`src/hnbf_pkg.sv`:
```
`default_nettype none
package hnbf_pkg;

	// Field widths
	localparam int ACTION_W = 2;
	localparam int BYTE_W   = 8;
	localparam int CFG_W    = 4;
	localparam int FCS_W    = 16;
	localparam int ONES_W   = 3;
	localparam int BITCNT_W = $clog2(BYTE_W);

	// Framing constants
	localparam int                 MAX_START_FLAGS_DEF = 8;
	localparam logic [CFG_W-1:0]   FLAG_COUNT_RESET    = 4'd4;
	localparam logic [ONES_W-1:0]  STUFF_LIMIT         = 3'd5;
	localparam logic [BYTE_W-1:0]  FLAG_PATTERN        = 8'h7E;
	localparam logic [FCS_W-1:0]   FCS_INIT            = 16'hFFFF;
	localparam logic [FCS_W-1:0]   FCS_POLY            = 16'h8408;

	// Frame event codes
	typedef enum logic [ACTION_W-1:0] {
		ACT_START = 2'd0,
		ACT_DATA  = 2'd1,
		ACT_END   = 2'd2,
		ACT_NONE  = 2'd3
	} action_t;

	// Serializer phase
	typedef enum logic [2:0] {
		PH_IDLE,
		PH_FLAG,
		PH_DATA,
		PH_FCS_LO,
		PH_FCS_HI,
		PH_CLOSE
	} phase_t;

	// Control of the bit-serial FCS unit
	typedef struct packed {
		logic init;
		logic step;
		logic din;
	} crc_ctl_t;

endpackage
`default_nettype wire

```
`src/hnbf_crc.sv`:
```
`default_nettype none
module hnbf_crc (
	input  wire                          clk,
	input  wire                          arst_n,
	input  hnbf_pkg::crc_ctl_t           ctl,
	output logic [hnbf_pkg::FCS_W-1:0]   crc
);
	import hnbf_pkg::*;

	logic [FCS_W-1:0] crc_q;
	logic             fb;

	// Reflected CRC, one payload bit per step
	assign fb = crc_q[0] ^ ctl.din;

	always_ff @(posedge clk or negedge arst_n) begin
		if (!arst_n) begin
			crc_q <= FCS_INIT;
		end else if (ctl.init) begin
			crc_q <= FCS_INIT;
		end else if (ctl.step) begin
			crc_q <= {1'b0, crc_q[FCS_W-1:1]} ^ (fb ? FCS_POLY : '0);
		end
	end

	assign crc = crc_q;

endmodule
`default_nettype wire

```
`src/hdlc_nrzi_bit_stuffing_framer_core.sv`:
```
`default_nettype none
// HDLC framer core: frame events in, NRZI line bits out, one per output item.
// Input channel (in_valid / in_stall, action + data_byte): a start event
// sends the configured number of 0x7E flags, a data event sends the byte
// LSB first with a zero stuffed after five ones, an end event sends the
// complemented CRC-16/X.25 FCS (low byte first, stuffed) and one closing
// flag. Action 3 is taken and dropped.
// Output channel (out_valid / out_stall, line_bit + last_bit): last_bit
// marks the final line bit of an event.
// Config channel (cfg_valid / cfg_ready, start_flag_count): opening flag
// count, 0 acts as 1, values above MAX_START_FLAGS act as MAX_START_FLAGS.
// Timing: one event at a time; a taken event is loaded into the serializer
// shift register and each line bit is registered to the output, one bit
// per cycle while the output is not stalled; an event makes 8 to 10 line
// bits for data, 8 per flag and up to 28 for an end.
// A stalled output holds its bit and freezes the serializer.
// Reset (arst_n low) clears the line level to space, the FCS to 0xFFFF and
// sets the flag count to 4.
module hdlc_nrzi_bit_stuffing_framer_core #(
	parameter int MAX_START_FLAGS = hnbf_pkg::MAX_START_FLAGS_DEF
) (
	input  wire                             clk,
	input  wire                             arst_n,
	input  wire                             in_valid,
	output logic                            in_stall,
	input  wire  [hnbf_pkg::ACTION_W-1:0]   action,
	input  wire  [hnbf_pkg::BYTE_W-1:0]     data_byte,
	output logic                            out_valid,
	input  wire                             out_stall,
	output logic                            line_bit,
	output logic                            last_bit,
	input  wire                             cfg_valid,
	output logic                            cfg_ready,
	input  wire  [hnbf_pkg::CFG_W-1:0]      start_flag_count
);
	import hnbf_pkg::*;

	localparam int FLW = $clog2(MAX_START_FLAGS + 1);

	phase_t              phase_q, phase_d;
	logic [CFG_W-1:0]    flag_cnt_q;
	logic [FLW-1:0]      flags_left_q;
	logic [BYTE_W-1:0]   shift_q;
	logic [BITCNT_W-1:0] bitcnt_q;
	logic                stuff_q, stuff_end_q;
	logic [ONES_W-1:0]   ones_q;
	logic                level_q;
	logic                out_valid_q, line_bit_q, last_q;
	logic [FCS_W-1:0]    crc;
	crc_ctl_t            crc_ctl;

	logic                busy, step, in_acc, stuffable;
	logic                emit_bit, need_stuff, bit_last, seg_end, item_end;
	logic [CFG_W-1:0]    flag_eff;
	logic [BYTE_W-1:0]   seg_next;

	assign busy      = (phase_q != PH_IDLE);
	assign in_stall  = busy;
	assign in_acc    = in_valid && !busy;
	assign cfg_ready = !busy;
	assign step      = busy && (!out_valid_q || !out_stall);

	// Decode the current line bit, segment boundaries, flag count and FCS control
	always_comb begin
		stuffable  = (phase_q inside {PH_DATA, PH_FCS_LO, PH_FCS_HI});
		emit_bit   = stuff_q ? 1'b0 : shift_q[0];
		bit_last   = (bitcnt_q == BITCNT_W'(BYTE_W - 1));
		need_stuff = !stuff_q && stuffable && shift_q[0]
			&& (ones_q == STUFF_LIMIT - ONES_W'(1));
		seg_end    = stuff_q ? stuff_end_q : (bit_last && !need_stuff);
		item_end   = seg_end && ((phase_q == PH_DATA) || (phase_q == PH_CLOSE)
			|| ((phase_q == PH_FLAG) && (flags_left_q == FLW'(1))));
		case (phase_q)
			PH_FCS_LO: seg_next = ~crc[FCS_W-1:BYTE_W];
			default:   seg_next = FLAG_PATTERN;
		endcase
		if (flag_cnt_q == '0) begin
			flag_eff = CFG_W'(1);
		end else if (flag_cnt_q > CFG_W'(MAX_START_FLAGS)) begin
			flag_eff = CFG_W'(MAX_START_FLAGS);
		end else begin
			flag_eff = flag_cnt_q;
		end
		crc_ctl.init = (in_acc && (action == ACT_START))
			|| (step && seg_end && (phase_q == PH_CLOSE));
		crc_ctl.step = step && !stuff_q && (phase_q == PH_DATA);
		crc_ctl.din  = shift_q[0];
	end

	// Next phase
	always_comb begin
		phase_d = phase_q;
		if (in_acc) begin
			case (action)
				ACT_START: phase_d = PH_FLAG;
				ACT_DATA:  phase_d = PH_DATA;
				ACT_END:   phase_d = PH_FCS_LO;
				default:   phase_d = PH_IDLE;
			endcase
		end else if (step && seg_end) begin
			case (phase_q)
				PH_FLAG:   phase_d = item_end ? PH_IDLE : PH_FLAG;
				PH_FCS_LO: phase_d = PH_FCS_HI;
				PH_FCS_HI: phase_d = PH_CLOSE;
				default:   phase_d = PH_IDLE;
			endcase
		end
	end

	// Advance control state
	always_ff @(posedge clk or negedge arst_n) begin
		if (!arst_n) begin
			phase_q      <= PH_IDLE;
			flag_cnt_q   <= FLAG_COUNT_RESET;
			flags_left_q <= '0;
			bitcnt_q     <= '0;
			stuff_q      <= 1'b0;
			stuff_end_q  <= 1'b0;
			ones_q       <= '0;
			level_q      <= 1'b0;
			out_valid_q  <= 1'b0;
		end else begin
			phase_q <= phase_d;
			if (cfg_valid && cfg_ready) begin
				flag_cnt_q <= start_flag_count;
			end
			if (out_valid_q && !out_stall) begin
				out_valid_q <= 1'b0;
			end
			if (in_acc) begin
				bitcnt_q <= '0;
				stuff_q  <= 1'b0;
				if (action == ACT_START) begin
					ones_q       <= '0;
					flags_left_q <= FLW'(flag_eff);
				end
			end else if (step) begin
				level_q     <= level_q ^ ~emit_bit;
				out_valid_q <= 1'b1;
				if (stuff_q) begin
					stuff_q <= 1'b0;
					ones_q  <= '0;
				end else begin
					bitcnt_q <= bitcnt_q + BITCNT_W'(1);
					if (stuffable) begin
						if (!shift_q[0]) begin
							ones_q <= '0;
						end else if (need_stuff) begin
							stuff_q     <= 1'b1;
							stuff_end_q <= bit_last;
							ones_q      <= '0;
						end else begin
							ones_q <= ones_q + ONES_W'(1);
						end
					end
				end
				if (seg_end && ((phase_q == PH_FLAG) || (phase_q == PH_CLOSE))) begin
					ones_q <= '0;
				end
				if (seg_end && (phase_q == PH_FLAG)) begin
					flags_left_q <= flags_left_q - FLW'(1);
				end
			end
		end
	end

	// Load and shift the serializer, hold the output bit
	always_ff @(posedge clk) begin
		if (in_acc) begin
			case (action)
				ACT_DATA: shift_q <= data_byte;
				ACT_END:  shift_q <= ~crc[BYTE_W-1:0];
				default:  shift_q <= FLAG_PATTERN;
			endcase
		end else if (step) begin
			line_bit_q <= level_q ^ ~emit_bit;
			last_q     <= item_end;
			if (seg_end) begin
				shift_q <= seg_next;
			end else if (!stuff_q) begin
				shift_q <= {1'b0, shift_q[BYTE_W-1:1]};
			end
		end
	end

	hnbf_crc u_crc (
		.clk    (clk),
		.arst_n (arst_n),
		.ctl    (crc_ctl),
		.crc    (crc)
	);

	assign out_valid = out_valid_q;
	assign line_bit  = line_bit_q;
	assign last_bit  = last_q;

	// A pending stuff bit belongs to a stuffed segment
	a_stuff_phase: assert property (@(posedge clk) disable iff (!arst_n)
		stuff_q |-> (phase_q == PH_DATA || phase_q == PH_FCS_LO || phase_q == PH_FCS_HI))
		else $error("stuff bit pending outside a stuffed segment");

	// The run of ones never reaches the stuffing limit
	a_ones_run: assert property (@(posedge clk) disable iff (!arst_n)
		ones_q < STUFF_LIMIT)
		else $error("ones run reached stuffing limit");

	// A taken frame event starts the serializer
	a_accept_busy: assert property (@(posedge clk) disable iff (!arst_n)
		(in_acc && action != ACT_NONE) |=> busy)
		else $error("frame event taken but serializer idle");

	// The serializer returns to idle only after emitting a marked bit
	a_idle_last: assert property (@(posedge clk) disable iff (!arst_n)
		(busy && !$past(in_acc) ##1 !busy) |-> (out_valid_q && last_q))
		else $error("serializer went idle without a last bit");

endmodule
`default_nettype wire
```
`config.mk`:
```
export PLATFORM = sky130hd
export DESIGN_NAME = hdlc_nrzi_bit_stuffing_framer_core
export DESIGN_NICKNAME = d
export VERILOG_FILES = /design/src/hnbf_pkg.sv /design/src/hnbf_crc.sv /design/src/hdlc_nrzi_bit_stuffing_framer_core.sv
export SDC_FILE = /design/constraint.sdc
export NUM_CORES = 1
export LEC_CHECK = 0
export BUFFER_PORTS_ARGS = -buffer_cell sky130_fd_sc_hd__buf_4
export CAP_MARGIN = 25
export CORE_MARGIN = 8
export CORE_UTILIZATION = 45
export DETAILED_ROUTE_END_ITERATION = 7
export HOLD_SLACK_MARGIN = 0.15
export PLACE_DENSITY = 0.66
export SLEW_MARGIN = 20
export SYNTH_ARGS = -nofsm -noshare
export SYNTH_HDL_FRONTEND = slang
export SYNTH_HIERARCHICAL = 1
export SYNTH_SLANG_ARGS = --single-unit
```
`constraint.sdc`:
```
create_clock -name clk -period 6.15 [get_ports clk]
set_input_delay 1.23 -clock clk [delete_from_list [all_inputs] [get_ports clk]]
set_output_delay 1.23 -clock clk [all_outputs]
set_load 0.02 [all_outputs]
```
# Word level (Yosys, flattened, before mapping)
# Index checks and enable logic that the tools add are counted.
# Widths: inputs -> output; s select.
# totals
ff_bits,47
word_cells,122
out_inout_bits,5
inputBits,19
# op_classes
order_cmp,1
eq_ne,13
n_reduce_logical,42
n_bitwise,8
n_addsub,3
n_mux,42
# op_table
op,n
$mux 16,3
$mux 8,5
$mux 3,13
$mux 4,6
$logic_and 1x1->1,17
$not 8->8,2
$pmux 8 s2,1
$xor 15x16->16,1
$eq 3x3->1 const B,4
$mux 1,12
$pmux 3 s3,1
$reduce_bool 2->1,4
$add 3x1->3 const B,2
$eq 3x2->1 const B,2
$pmux 2 s3,1
$reduce_and 2->1,3
$reduce_and 3->1,2
$reduce_and 6->1,1
$reduce_bool 3->1,2
$logic_not 1->1,5
$logic_or 1x1->1,5
$eq 4x1->1 const B,1
$gt 4x4->1 const B,1
$logic_not 4->1,1
other kinds (10),14

# Depth between registers and ports, before layout
# logic_depth
word_depth,13
depth_mapped,8
ltp_nobuf,6

# Hierarchy
# The synthesis kept the hierarchy.
# modules_own_cells
mod,cells_per_inst,area_each_um2,instances,seq_area_each_um2
hdlc_nrzi_bit_stuffing_framer_core,188,1901.8,1,827.0
hnbf_crc,56,740.7,1,420.4

# Least setup slack after synthesis
# No wires, ideal clock.
# synth_path
kind,in2reg
from,input out_stall
to,"register shift_q[0], enable pin"
stages,4
n_path_buf,0
t_required_ps,5821
setup_time_ps,329
slack_ps,3630
arrival_time_ps,2191
path_cell_list,nand2_1 nand2_1 or4_4 nand2_1
# synth_between
elab_chain_cells,5
# synth_lines
element,line,rtl
from (decl),hdlc_nrzi_bit_stuffing_framer_core.sv:29,"input wire out_stall,"
$logic_not 1->1,hdlc_nrzi_bit_stuffing_framer_core.sv:61,assign step = busy && (!out_valid_q || !out_stall);
$logic_or 1x1->1,hdlc_nrzi_bit_stuffing_framer_core.sv:61,
$logic_and 1x1->1,hdlc_nrzi_bit_stuffing_framer_core.sv:61,
$reduce_bool 2->1 (no line),-,
$reduce_and 2->1 (no line),-,
to (signal assigned),hdlc_nrzi_bit_stuffing_framer_core.sv:171,ACT_DATA: shift_q <= data_byte;
to (signal assigned),hdlc_nrzi_bit_stuffing_framer_core.sv:172,ACT_END: shift_q <= ~crc[BYTE_W-1:0];
to (signal assigned),hdlc_nrzi_bit_stuffing_framer_core.sv:179,shift_q <= seg_next;
to (decl),hdlc_nrzi_bit_stuffing_framer_core.sv:43,logic [BYTE_W-1:0] shift_q;
# Every way passes these cells.
# A chain may end at the register's enable or synchronous reset.

# Worst setup path after layout
# layout_path
from,register phase_q[1]
to,output cfg_ready
# layout_between
elab_chain_cells,2
# layout_lines
element,line,rtl
from (decl),hdlc_nrzi_bit_stuffing_framer_core.sv:40,"phase_t phase_q, phase_d;"
from (signal assigned),hdlc_nrzi_bit_stuffing_framer_core.sv:123,phase_q <= phase_d;
$reduce_bool 3->1,hdlc_nrzi_bit_stuffing_framer_core.sv:57,assign busy = (phase_q != PH_IDLE);
$logic_not 1->1,hdlc_nrzi_bit_stuffing_framer_core.sv:60,assign cfg_ready = !busy;
to (decl),hdlc_nrzi_bit_stuffing_framer_core.sv:33,"output logic cfg_ready,"
# Every way passes these cells.

==> impl_metrics.json <==
{
  "drt-pass1-iter-count": 4,
  "synthTopCellsByArea": "dfrtp_1, dfstp_2, edfxtp_1, a211o_1, nor2b_1",
  "fmax_mhz": 351.3,
  "path_class": "reg -> out",
  "drc_errors": 0,
  "grt_pass1_vias": 1968,
  "ys_warn_count": 6,
  "routed_via_density": 5.721,
  "wire_per_inst_um": 16.84,
  "antennaDiodeCount": 0,
  "dp_hpwl_mm": 4.069,
  "cp-end-kind": "primary output",
  "clkPwrFrac": 0.157,
  "final-setup-viol-count": 0,
  "top_usage_layer": "met2",
  "boundaryPins": 24,
  "ys_seq_area_frac": 0.4721,
  "finalNonFillerCells": 340,
  "core_area_sq_um": 5781,
  "clock-sinks": 47,
  "combPwrFrac": 0.387,
  "p_seq_frac": 0.456,
  "start_kind": "register",
  "cts_buffers": 5,
  "h-tree-depth": 2,
  "ctsLongestPathBuffers": 2,
  "start_util": 0.4571,
  "synth-seq-cells": 47,
  "post_cts_buffers": 0,
  "power_w": 0.001450,
  "nets": 292,
  "synth-edff-count": 10,
  "critPathMaxFanout": 15,
  "netlist_area_sq_um": 2643,
  "num_rows": 28,
  "r2r_cells": 6,
  "synth-compound-area-share": 0.1894,
  "hold_violations": 0,
  "setup.worst_path.start": "phase_q[1]",
  "die-area_sq_um": 8580,
  "synth_adder_area_share": 0.04261,
  "vdd_drop_max_mv": 0.2592,
  "cts.clk_slew.worst_paths_ps": 100,
  "ys_top_cells_by_count": "dfrtp_1, nor2b_1, dfstp_2",
  "synth-simple-area-share": 0.1832,
  "grtUsageMet2": 0.2241,
  "synthMuxAreaShare": 0.03078,
  "syn_nets": 272,
  "drive_gt1_frac": 0.2453,
  "met3_usage": 0.03803,
  "slew_headroom": 0.5639,
  "ff_latch_area_sq_um": 1247,
  "synth_top_area_frac": 0.1894,
  "yosys.area.top_type": "dfrtp_1",
  "reg2reg_from": "phase_q[1]",
  "synthArstFlopShare": 0.7872,
  "fin_setup_tns_ps": 0,
  "sw_frac_of_total": 0.3592,
  "die_w_um": 92.63,
  "synth_xor_area_frac": 0.03456,
  "synth_top_family_by_area": "compound AO/OA/AOI/OAI gates",
  "grt_max_degree": 38,
  "cts_tree": "done",
  "status": "completed",
  "n_fill_cell": 559,
  "ys_types": 58,
  "routed_wl_mm": 5.727,
  "cap_violations": 0,
  "num_vias": 1945,
  "fin_crit_sh": 0.4629,
  "p_per_area_nw_per_um2": 488.5,
  "grt_use_met1": 0.1849,
  "fin_crit_ps": 2847,
  "p_leak_nw": 1.329,
  "clk_latency_ps": 300,
  "crit_path_end": "cfg_ready",
  "clock_skew_ps": 13.01,
  "dp_cells": 332,
  "worst_r2r_endpoint": "u_crc/crc[2]",
  "crit_required_ps": 4920,
  "tightest_slew_ps": 649.9,
  "synthFlopType": "dfrtp_1",
  "cts_resized": 0,
  "rsz0062_at_grt": "no",
  "gp_congestion": 0.8042,
  "drv_slew": 0,
  "multi_input_area_sq_um": 1271,
  "avgSynthCellArea_sq_um": 10.83,
  "cts_hold_buf": 0,
  "area.growth.synth_to_final_pct": 12.31,
  "hp-class": "reg -> reg",
  "synth_cells": 244,
  "reg2reg_slack_ps": 3780,
  "intPower_w": 0.0009291,
  "antenna_found_initial": 0,
  "min_from": "level_q",
  "grt_usage": 0.1417,
  "p_sw_w": 0.0005207,
  "root_buffer": "clkbuf_8",
  "drtIter0Drc": 123,
  "grt_first_pass_wirelength_mm": 9.777,
  "ant_nets": 0,
  "grt_overflow": 0,
  "port-buffer-count": 23,
  "worstPathArrival_ps": 1620,
  "die_h_um": 92.63
}
## final cells by class
cell class / count / area share
flip-flops and latches: 47 / 0.4203
well taps: 75 / 0.03162
multi-input cells: 169 / 0.4283
clock inverters: 3 / 0.01307
inverters: 16 / 0.02024
clock buffers: 5 / 0.02319
repair buffers: 25 / 0.06324
## stage by stage
stage               setup WS, ps  hold WS, ps  area (sq um)  utilization
detailed placement          2860        491.1          2859       0.4946
finish                      3303        517.8          2968       0.5134
global route                3231        552.1          2968       0.5134
global placement            2958        477.4          2859       0.4946
CTS                         3182        517.2          2967       0.5132
floorplan                   3630        464.0          2643            -
## how the worst min path moves through the flow
stage                              to  slack (ps)  depth (start not counted)
final                         level_q         520                          1
after global routing      stuff_end_q         550                          1
after CTS                     level_q         520                          1
after detailed placement  stuff_end_q         490                          1
after global placement        level_q         480                          1
after floorplan               level_q         460                          1
## registers in the layout, summed over array words and instances, names as in the netlist
register      count
last_bit          1
shift_q           8
level_q           1
out_valid         1
ones_q            3
stuff_end_q       1
flags_left_q      4
bitcnt_q          3
line_bit          1
flag_cnt_q        4
phase_q           3
u_crc/crc        16
stuff_q           1
## power by group through the flow
| stage | clock (W) | sequential, W | combinational [W] |
|---|---|---|---|
| final | 0.000227 | 0.000661 | 0.000561 |
| after global routing | 0.000243 | 0.000683 | 0.000628 |
| after CTS | 0.000233 | 0.000660 | 0.000565 |
| after detailed placement | 0 | 0.000665 | 0.000562 |
| after global placement | 0 | 0.000662 | 0.000550 |
| after floorplan | 0 | 0.000611 | 0.000475 |
## critical path: stages, from the launching register on
cell     delay [ps]
dfrtp_1         570
or3_4           460
inv_2           130
buf_4           160
## placed cells by master, fill, tap and decap left out, types with 10 or more instances in the layout
master,synthesis,layout
dfstp_2,17,17
inv_1,15,15
nor2b_1,20,20
a221oi_1,14,14
nand2_1,16,16
a211o_1,16,16
dfrtp_1,20,20
nor2_1,14,14
buf_4,1,25
o21ai_0,10,10
edfxtp_1,10,10
## logic make-up after synthesis
logic type / Yosys count
buffers and inverters: 28
and+or+nand+nor: 82
DFF: 47
muxes: 7
xor gates and xnor gates: 7
AOI/OAI and AO/OA: 64
adders and majority gates: 9
## metal layers
layer / share of wire / vias up
li1: - / 935
met1: 0.44 / 941
met2: 0.48 / 63
met3: 0.067 / 6
met4: 0.011 / 0
met5: 0 / -
No activity file was read; power rests on OpenSTA's default activity.
